$ cat src/rtl/vdt_pkg.sv
package vdt_pkg;

    // Field widths fixed by the stream formats
    localparam int COORD_W    = 32;
    localparam int AXES       = 3;
    localparam int ENTRY_W    = COORD_W * AXES;
    localparam int DIFF_W     = COORD_W + 1;
    localparam int TOL_W      = 31;
    localparam int VIDX_W     = 10;
    localparam int VCNT_W     = 11;
    localparam int OUT_DATA_W = 24;

    // Per-entry compare result coming back from the compare unit
    typedef struct packed {
        logic valid;
        logic match;
    } cmp_res_t;

endpackage

$ cat src/rtl/vdt_cmp.sv
module vdt_cmp
    import vdt_pkg::*;
#(
    parameter int TAG_W = 10
) (
    input  logic               clk,
    input  logic               rst_n,
    input  logic [ENTRY_W-1:0] key,
    input  logic [ENTRY_W-1:0] entry,
    input  logic [TOL_W-1:0]   tol,
    input  logic               in_valid,
    input  logic [TAG_W-1:0]   in_tag,
    input  logic               flush,
    output cmp_res_t           res,
    output logic [TAG_W-1:0]   res_tag
);

    logic [DIFF_W-1:0] diff_next [AXES];
    logic [DIFF_W-1:0] diff_reg  [AXES];
    logic [TAG_W-1:0]  tag_reg;
    logic              valid_reg;
    logic [AXES-1:0]   axis_ok;
    logic signed [DIFF_W-1:0] tol_pos;
    logic signed [DIFF_W-1:0] tol_neg;

    // Stage 1: exact signed difference per axis, one bit wider than a coordinate
    always_comb
    begin
        for (int a = 0; a < AXES; a++)
        begin
            diff_next[a] = {key[a*COORD_W + COORD_W-1], key[a*COORD_W +: COORD_W]}
                         - {entry[a*COORD_W + COORD_W-1], entry[a*COORD_W +: COORD_W]};
        end
    end

    always_ff @(posedge clk)
    begin
        for (int a = 0; a < AXES; a++)
        begin
            diff_reg[a] <= diff_next[a];
        end
        tag_reg <= in_tag;
    end

    always_ff @(posedge clk or negedge rst_n)
    begin
        if (!rst_n)
        begin
            valid_reg <= 1'b0;
        end
        else
        begin
            valid_reg <= in_valid && !flush;
        end
    end

    // Stage 2: |d| <= tol  <=>  -tol <= d <= tol
    assign tol_pos = $signed({{(DIFF_W-TOL_W){1'b0}}, tol});
    assign tol_neg = -tol_pos;

    always_comb
    begin
        for (int a = 0; a < AXES; a++)
        begin
            axis_ok[a] = ($signed(diff_reg[a]) <= tol_pos)
                      && ($signed(diff_reg[a]) >= tol_neg);
        end
    end

    assign res.valid = valid_reg;
    assign res.match = &axis_ok;
    assign res_tag   = tag_reg;

endmodule

$ cat config.mk
export PLATFORM = sky130hd
export DESIGN_NAME = vdt_cmp
export DESIGN_NICKNAME = d
export VERILOG_FILES = /design/src/rtl/vdt_pkg.sv /design/src/rtl/vdt_cmp.sv
export SDC_FILE = /design/constraint.sdc
export NUM_CORES = 1
export LEC_CHECK = 0
export ABC_AREA = 1
export BUFFER_PORTS_ARGS = -buffer_cell sky130_fd_sc_hd__buf_2
export CORE_MARGIN = 8
export CORE_UTILIZATION = 35
export CTS_CLUSTER_SIZE = 24
export DETAILED_ROUTE_END_ITERATION = 7
export PLACE_DENSITY = 0.65
export SLEW_MARGIN = 10
export SYNTH_ARGS = -nofsm -noshare
export SYNTH_HDL_FRONTEND = slang
export SYNTH_SLANG_ARGS = --single-unit
$ cat constraint.sdc
create_clock -name clk -period 7.4 [get_ports clk]
set_clock_uncertainty 0.15 [all_clocks]
set_input_delay 0.37 -clock clk [delete_from_list [all_inputs] [get_ports clk]]
set_output_delay 0.37 -clock clk [all_outputs]
set_load 0.05 [all_outputs]
==> run_results.csv, run 1 <==
group,metric,value,unit
timing,finalSetupViolCount,0,
min_path,min_delay_path_depth,3,
grt,grt_pass1_wl,66400,um
timing,tightest_slew,581,ps
grt,antenna_found_initial,0,
final_layout,largest_reg_flops,99,
grt,track_usage,19.0,%
die,die_w,209,um
timing,hold_violations,0,
place,port_buffers,248,
final_layout,num-fill-cells,3870,
status,outcome,"finished, final reports clean",
clock_network,cts_tree,"yes",
power,leakagePower,0.00825,uW
final_layout,multiInputGateArea,0.00959,mm2
min_path,hold_path_end,"valid_reg",
routing,first_iter_violations,675,
clock_network,htreeDepth,3,
grt,grt_max_degree,20,
routing,vias,12700,
place,preCtsSetupSlack,2550,ps
routing,drcViolationCount,0,
power,p_int,1500,uW
critical_path,critical_path_buf_inv_count,3,
critical_path,max_stage_delay,450,ps
power,swShare,43.2,%
clock_network,cts_buffers,9,
final_layout,finalNonFillerCells,2569,
critical_path,startpoint_type,"primary input",
clock_network,clock-sinks,110,
die,die_area,0.0435,mm2
timing,setup-tns-final,0,ps
place,hpwl,37800,um
final_layout,ff_latch_area,0.00221,mm2
synthesis,async_reset_ff_share,0.909,%
die,initial_core_util,35.5,%
clock_network,post-cts-setup-buffers,0,
critical_path,crit_top_cell,"nand2_1",
synthesis,ys_types,45,
timing,finalCritPeriodShare,65.3,%
clock_network,postCtsHoldBufs,12,
synthesis,synth_top_family_by_area,"adder cells",
timing,max_freq,207,MHz
synthesis,synth-edff-count,0,
clock_network,path_clk_slew,90,ps
synthesis,synth-seq-area-share,17.0,%
final_layout,drive_gt1_share,15.0,%
clock_network,root_buffer,"clkbuf_16",
synthesis,syn_area,0.0130,mm2
critical_path,critPathRequiredTime,6880,ps
critical_path,crit_arrival,4320,ps
grt,overflow,0,
routing,via_per_inst,4.96,
synthesis,ys.flop_type,"dfxtp_1",
timing,holdWs,35.0,ps
critical_path,crit_family,"simple AND/OR/NAND/NOR gates",
synthesis,yosys.area.top_type,"ha_1",
routing,postRouteWirelength,42700,um
die,rows,70,
final_layout,num_antenna_cells,0,
die,die_h,209,um
power,finalPower,2640,uW
power,power_frac_clock,19.3,%
min_path,hold_class,"primary input to flip-flop",
flow_run,cap_violations,0,
routing,first_pass_iters,7,
power,p_switching,1140,uW
synthesis,synth_seq_cells,110,
critical_path,path_cells,"buf_2, inv_1, ha_1, nand3_2, nor2_2, nand3_2, nor3_4, nand2_2, nor2_4, nand4_4, nor2_4, nand2_1, xor2_1, ha_1, a21oi_1, o21a_1, nor3_1, a2111oi_0, nand2_1, a21oi_2, nand2_1, nor2_2, buf_2",
synthesis,synth_top_cells_by_area,"ha_1 27%, dfxtp_1 17%, nand2_1 9.5%",
synthesis,yosys_warnings,0,
timing,slew_headroom,60.3,%
clock_network,clk_path_buf_depth,2,
synthesis,synth_top_area_share,27.3,%
timing,maxSlewViolCount,0,
synthesis,postSynthNetCount,2349,
critical_path,worst-setup-path-type,"primary input to output pin",
synthesis,synthSimpleGateAreaFrac,22.6,%
final_layout,nets,2619,
critical_path,critPathMaxFanout,4,
die,core_area,0.0366,mm2
place,dp.cells,2541,
synthesis,synthAdderAreaFrac,27.7,%
timing,rsz0062_at_grt,"no",
power,combPwrFrac,48.6,%
critical_path,end_kind,"output pin",
place,gp_congestion,0.954,
clock_network,postCtsResizedCells,0,
timing,fin_crit,4840,ps
final_layout,area_growth,17.3,%
min_path,hp-start,"in_valid",
synthesis,synth.avg_cell_area,7.11,um2
synthesis,synth-xor-area-share,7.83,%
timing,timing.final.ws_setup,2560,ps
power,seq_power_share,32.1,%
synthesis,muxShareOfSynthArea,0,%
critical_path,crit_slowest_cell,"a2111oi_0",
die,io_pins,249,
synthesis,synth_compound_gate_area_share,15.7,%
synthesis,netlist_instances,1826,
power,powerDensity,173,mW/mm2
grt,grt_pass1_vias,12900,
routing,ant_nets,0,
power,ir_worst_vdd,0.0000898,V
routing,wl_per_cell,16.6,um
how the worst max path moves through the flow:
stage,to,depth (start not counted),slack [ps],start
finish,res[0],23,2560,tol[1]
global route,res[0],23,2210,tol[1]
CTS,res[0],23,2540,tol[1]
detailed placement,res[0],24,2550,tol[1]
global placement,res[0],24,2680,tol[1]
floorplan,res[0],20,3300,tol[0]
power groups by stage:
| stage | Clock [uW] | Combinational [uW] | Sequential, uW |
|---|---|---|---|
| finish | 510 | 1280 | 847 |
| global route | 550 | 1470 | 858 |
| CTS | 527 | 1280 | 844 |
| detailed placement | 0 | 1270 | 854 |
| global placement | 0 | 1250 | 859 |
| floorplan | 0 | 888 | 804 |
cell families (layout without fill, tap and decap cells):
family | after synthesis | in the layout
flip-flops | 110 | 110
AND/OR/NAND/NOR | 649 | 649
adder cells (fa/ha/maj) | 286 | 286
XOR/XNOR | 116 | 116
buffers and inverters | 313 | 588
AO/OA/AOI/OAI | 352 | 352
stage by stage:
step / area (um2) / utilization (%)
after floorplan: 13000 / -
after global placement: 14800 / 40.4
after detailed placement: 14800 / 40.4
after CTS: 15200 / 41.6
after global routing: 15200 / 41.6
final: 15200 / 41.6
cells in the mapped netlist, types with 5 or more instances:
cell / n
nand4_1: 33
inv_1: 305
a31oi_1: 40
nand3_1: 42
nor2_1: 155
o211ai_1: 9
nor4_1: 13
o21bai_1: 7
nor2_2: 8
o31ai_1: 7
nor3_1: 26
xor2_1: 89
dfxtp_1: 109
o21ai_1: 18
nand2_2: 6
a21boi_2: 5
a21oi_1: 179
o21ai_0: 37
o2111ai_1: 6
ha_1: 283
xnor2_1: 27
nand3_2: 6
nor2_4: 7
inv_2: 7
nand2_1: 329
o21a_1: 12
nand3b_1: 10
a21boi_1: 15
a211oi_1: 9
layout by cell type (no fill, tap or decap), drive strengths merged, types with 35 or more instances in the layout:
cell / n
xor2: 89
nand2: 339
nand3: 48
nor2: 171
o21ai: 56
dfxtp: 109
nand4: 35
buf: 248
ha: 283
a21oi: 181
a31oi: 40
inv: 314
metal layers:
layer | track usage (%) | vias to the layer above | share of wire (%)
li1 | - | 6683 | -
met1 | 25.2 | 5666 | 48
met2 | 31.6 | 343 | 45
met3 | 2.43 | 55 | 4.0
met4 | 6.12 | 0 | 2.9
met5 | 0 | - | 0
layout make-up:
class                           count  share of cell area [%]
Timing Repair Buffer              260                    8.94
Clock inverter                      7                   0.542
Clock buffer                        9                    1.48
Sequential cell                   110                    14.5
Tap cell                          468                    3.85
Inverter                          312                    7.69
Multi-Input combinational cell   1403                    63.0
(Power assumes the default switching activity.)
==> inputs of run 2 (changes only) <==
==> constraint.sdc (replaced) <==
create_clock -name clk -period 4.5 [get_ports clk]
set_clock_uncertainty 0.15 [all_clocks]
set_input_delay 0.225 -clock clk [delete_from_list [all_inputs] [get_ports clk]]
set_output_delay 0.225 -clock clk [all_outputs]
set_load 0.05 [all_outputs]
==> run 2 against run 1 <==
First-iteration DRC count is 8.7% lower. Combinational power is 66% higher. Design area is 1.6% higher. Non-clock buffer count is 21 higher. Critical path depth is 1 lower. Final cell count is 0.82% higher. Setup slack worse by 2300 ps. Global-route usage is 0.21 points higher. Utilization is 0.65 points higher. Flip-flop and latch count stayed put.
==> run_results.csv, run 2 (same netlist as run 1, synthesis figures left out) <==
group,metric,value,unit
routing,postRouteWirelength,42800,um
critical_path,critPathRequiredTime,4120,ps
critical_path,crit_arrival,3860,ps
min_path,hold_class,"primary input to flip-flop",
power,swShare,43.5,%
clock_network,path_clk_slew,80,ps
routing,vias,12800,
clock_network,cts_buffers,9,
die,core_area,0.0366,mm2
die,die_area,0.0435,mm2
critical_path,path_cells,"buf_2, inv_1, ha_4, nand3_2, nor2_4, nand3_2, nor3_4, nand2_2, nor2_4, nand4_4, nor2_4, nand2_1, xor2_2, ha_1, nand4_1, or3b_2, o31ai_2, nand3_1, nand2_1, nand2_1, nor2_2, buf_6",
critical_path,critPathMaxFanout,3,
final_layout,postLayoutCoreUtil,42.2,%
clock_network,cts_tree,"yes",
timing,fin_crit,4240,ps
final_layout,largest_reg_flops,99,
die,io_pins,249,
flow_run,cap_violations,0,
clock_network,root_buffer,"clkbuf_16",
routing,drcViolationCount,0,
status,outcome,"finished, final reports clean",
power,power_frac_clock,18.7,%
grt,overflow,0,
final_layout,final_cell_mix,"329 x nand2_1, 304 x inv_1, 281 x ha_1",
critical_path,critical_path_buf_inv_count,3,
die,initial_core_util,35.5,%
power,ir_worst_vdd,0.000141,V
timing,setup-tns-final,0,ps
critical_path,startpoint_type,"primary input",
power,leakagePower,0.00835,uW
clock_network,htreeDepth,3,
place,gp_congestion,0.947,
power,powerDensity,280,mW/mm2
die,rows,70,
critical_path,end_kind,"output pin",
grt,antenna_found_initial,1,
clock_network,clk_path_buf_depth,2,
die,die_w,209,um
place,preCtsSetupSlack,88.2,ps
final_layout,num_antenna_cells,0,
final_layout,layout_commonest_cell,"nand2_1",
routing,ant_nets,0,
routing,first_iter_violations,616,
power,seq_power_share,32.2,%
grt,grt_pass1_vias,13000,
routing,first_pass_iters,5,
timing,hold_violations,0,
place,port_buffers,248,
final_layout,area_growth,19.1,%
critical_path,max_stage_delay,500,ps
power,p_switching,1880,uW
timing,maxSlewViolCount,0,
final_layout,drive_gt1_share,16.0,%
critical_path,worst-setup-path-type,"primary input to output pin",
critical_path,crit_slowest_cell,"or3b_2",
clock_network,clock-sinks,110,
routing,via_per_inst,4.94,
timing,finalCritPeriodShare,94.2,%
place,hpwl,37900,um
power,p_int,2440,uW
final_layout,finalInstanceArea,0.0155,mm2
power,combPwrFrac,49.1,%
place,dpl-instance-area,0.0149,mm2
final_layout,nets,2640,
grt,grt_pass1_wl,67000,um
grt,grt_max_degree,20,
timing,max_freq,236,MHz
timing,timing.final.ws_setup,262,ps
critical_path,crit_family,"simple AND/OR/NAND/NOR gates",
final_layout,num-fill-cells,3863,
die,die_h,209,um
routing,wl_per_cell,16.5,um
grt,track_usage,19.2,%
timing,slew_headroom,61.4,%
timing,finalSetupViolCount,0,
timing,holdWs,51.8,ps
timing,tightest_slew,577,ps
==> run 2: worst min-delay path: cells and delay by family <==
family                   cells  cell delay (ps)
adder cells (fa/ha/maj)      1              160
buffers and inverters        2              130
==> run 2: worst paths after layout <==
path | start | to | cells past startpoint
hold / removal | entry[65] | diff_reg[0][67] | 3
setup / recovery | tol[1] | res[0] | 22
min in group asynchronous | rst_n | valid_reg | 3
max in group asynchronous | rst_n | valid_reg | 3
==> run 2: timing repair <==
item,CTS,global route
gates resized for setup,0,15
hold buffers,17,0
setup buffers,0,1
hold endpoints to repair,15,0
setup endpoints to repair,0,1
==> run 2: area by class of cell <==
cell class,count,area (um2),area share [%]
Clock buffer,10,239,1.55
Clock inverter,6,53.8,0.348
Inverter,312,1170,7.57
Multi-Input combinational cell,1403,9670,62.5
Sequential cell,110,2210,14.3
Tap cell,468,586,3.79
Timing Repair Buffer,281,1540,9.94
==> run 2: power by group through the flow <==
stage               clock, uW  combinational [uW]  sequential (uW)
finish                    808                2120             1390
global route              875                2450             1410
CTS                       839                2120             1390
detailed placement          0                2090             1400
global placement            0                2060             1410
floorplan                   0                1460             1320
==> run 2: layer usage <==
| layer | GRT usage, % | wire, um |
|---|---|---|
| met2 | 31.4 | 19000 |
| met5 | 0 | 15 |
| met1 | 25.8 | 20900 |
| met4 | 6.49 | 1250 |
| met3 | 2.60 | 1670 |
==> run 2: through the flow <==
stage	cells	total power [uW]
after global routing	2590	4740
final	2590	4320
after global placement	2556	3470
after floorplan	1826	2780
after detailed placement	2556	3500
after CTS	2589	4350
==> inputs of run 3 (changes only) <==
--- a/config.mk
+++ b/config.mk
@@ -6,12 +6,12 @@
 export NUM_CORES = 1
 export LEC_CHECK = 0
 export ABC_AREA = 1
-export BUFFER_PORTS_ARGS = -buffer_cell sky130_fd_sc_hd__buf_2
 export CORE_MARGIN = 8
 export CORE_UTILIZATION = 35
 export CTS_CLUSTER_SIZE = 24
 export DETAILED_ROUTE_END_ITERATION = 7
-export PLACE_DENSITY = 0.65
+export DONT_BUFFER_PORTS = 1
+export PLACE_DENSITY = 0.59
 export SLEW_MARGIN = 10
 export SYNTH_ARGS = -nofsm -noshare
 export SYNTH_HDL_FRONTEND = slang
==> run 3 against run 2 <==
Via count fell by 6.1%. Die area unchanged. Critical endpoint unchanged. Routed wire length decreased by 0.12%. Setup slack improved by 130 ps. Global-route usage fell by 0.081 points. Flip-flop and latch count unchanged. Fmax up 3.2%. Count of clock-buffer cells in the layout stayed put. Highest routed layer is now met4. Utilization is 3.4 points lower. Design area is 8.2% lower.
==> run_results.csv, run 3 (same netlist as run 1, synthesis figures left out) <==
group,metric,value,unit
die,io_pins,249,
timing,timing.final.ws_setup,393,ps
routing,ant_nets,0,
critical_path,worst-setup-path-type,"primary input to output pin",
power,leakagePower,0.00737,uW
status,outcome,"finished, final reports clean",
power,power_frac_clock,19.1,%
critical_path,end_kind,"output pin",
critical_path,path_cells,"inv_1, ha_1, nand3_2, nor2_2, nand3_2, nor3_4, nand2_2, nor2_4, nand4_4, nor2_4, nand3_2, xor2_2, ha_1, nand4_1, or3b_2, o31ai_1, nand3_1, nand2_1, nand2_1, nor2_2, buf_4",
clock_network,root_buffer,"clkbuf_16",
final_layout,nets,2394,
die,initial_core_util,35.5,%
place,hpwl,38000,um
timing,slew_headroom,60.8,%
die,core_area,0.0366,mm2
die,die_area,0.0435,mm2
routing,first_pass_iters,5,
routing,first_iter_violations,575,
clock_network,path_clk_slew,90,ps
critical_path,max_stage_delay,480,ps
grt,track_usage,19.1,%
critical_path,crit_top_cell,"nand3_2",
clock_network,cts_tree,"yes",
final_layout,final_cell_mix,"329 x nand2_1, 305 x inv_1, 283 x ha_1",
power,p_int,2370,uW
grt,grt_max_degree,20,
clock_network,clock-sinks,110,
min_path,hold_class,"primary input to flip-flop",
flow_run,cap_violations,0,
grt,grt_pass1_wl,66000,um
place,preCtsSetupSlack,266,ps
timing,rsz0062_at_grt,"no",
die,rows,70,
routing,postRouteWirelength,42800,um
grt,grt_pass1_vias,12300,
power,p_switching,1850,uW
routing,via_per_inst,5.12,
die,die_h,209,um
final_layout,drive_gt1_share,4.32,%
critical_path,critPathMaxFanout,4,
timing,setup-tns-final,0,ps
timing,fin_crit,4110,ps
power,combPwrFrac,47.4,%
grt,overflow,0,
final_layout,num-fill-cells,3954,
grt,antenna_found_initial,0,
clock_network,post-cts-setup-buffers,0,
power,powerDensity,297,mW/mm2
timing,finalSetupViolCount,0,
final_layout,layout_commonest_cell,"nand2_1",
timing,maxSlewViolCount,0,
timing,max_freq,243,MHz
place,port_buffers,0,
place,gp_congestion,0.951,
power,seq_power_share,33.6,%
timing,hold_violations,0,
final_layout,largest_reg_flops,99,
routing,drcViolationCount,0,
final_layout,area_growth,9.41,%
timing,tightest_slew,582,ps
die,die_w,209,um
routing,wl_per_cell,18.3,um
clock_network,clk_path_buf_depth,2,
routing,vias,12000,
timing,finalCritPeriodShare,91.3,%
critical_path,crit_arrival,3730,ps
clock_network,cts_buffers,9,
final_layout,num_antenna_cells,0,
power,ir_worst_vdd,0.000171,V
critical_path,startpoint_type,"primary input",
clock_network,htreeDepth,3,
critical_path,crit_slowest_cell,"or3b_2",
critical_path,critPathRequiredTime,4120,ps
power,swShare,43.8,%
run 3: cell count changes in the layout (fill, tap and decap cells not counted), moves of 2 or more:
cell | before | now
buf_2 | 247 | 0
dlygate4sd3_1 | 17 | 26
ha_4 | 2 | 0
inv_6 | 1 | 4
clkinv_4 | 3 | 0
ha_1 | 281 | 283
buf_4 | 16 | 9
run 3: per-layer routing:
metal | wire length (um) | GRT usage (%)
met5 | 0 | 0
met4 | 1100 | 5.81
met3 | 2010 | 3.32
met2 | 19100 | 31.6
met1 | 20600 | 25.2
run 3: per-stage QoR:
step,instances,power (uW),util [%],area [um2],hold WS (ps)
2_1_floorplan,1826,2780,-,13000,-221
3_3_place_gp,2302,3370,37.2,13600,-221
3_5_place_dp,2302,3390,37.2,13600,-221
4_1_cts,2344,4250,38.7,14200,5.41
5_1_grt,2344,4610,38.8,14200,19.3
6_report,2344,4220,38.8,14200,19.8
run 3: area by class of cell:
| type | count | area, um2 | share of cell area, % |
|---|---|---|---|
| clock inverter | 6 | 50.0 | 0.352 |
| multi-input combinational | 1403 | 9620 | 67.7 |
| sequential | 110 | 2210 | 15.5 |
| inverter | 312 | 1170 | 8.25 |
| timing repair buffer | 35 | 328 | 2.31 |
| tap | 468 | 586 | 4.12 |
| clock buffer | 10 | 239 | 1.68 |
run 3: path summary, 6_finish.rpt:
check | slack [ps] | from | to | cells past startpoint
setup / recovery | 390 | tol[1] | res[0] | 21
hold / removal | 20 | key[94] | diff_reg[0][96] | 2
max in group asynchronous | 3670 | rst_n | valid_reg | 2
min in group asynchronous | 430 | rst_n | valid_reg | 2
run 3: repair_timing:
item                       CTS  global route
hold buffers                26             0
setup endpoints to repair    0             1
hold endpoints to repair    21             0
gates resized for setup      0             5
run 3: power groups by stage:
stage	Sequential [uW]	Combinational (uW)	Clock, uW
after floorplan	1320	1460	0
after global placement	1440	1930	0
after detailed placement	1430	1960	0
after CTS	1410	1990	840
after global routing	1440	2290	881
final	1420	2000	804
run 3: worst max-delay path: cells and delay by family:
kind	cells	cell delay [ps]
AO/OA/AOI/OAI	1	230
buffers and inverters	2	340
AND/OR/NAND/NOR	15	2190
XOR/XNOR	1	200
adder cells (fa/ha/maj)	2	550
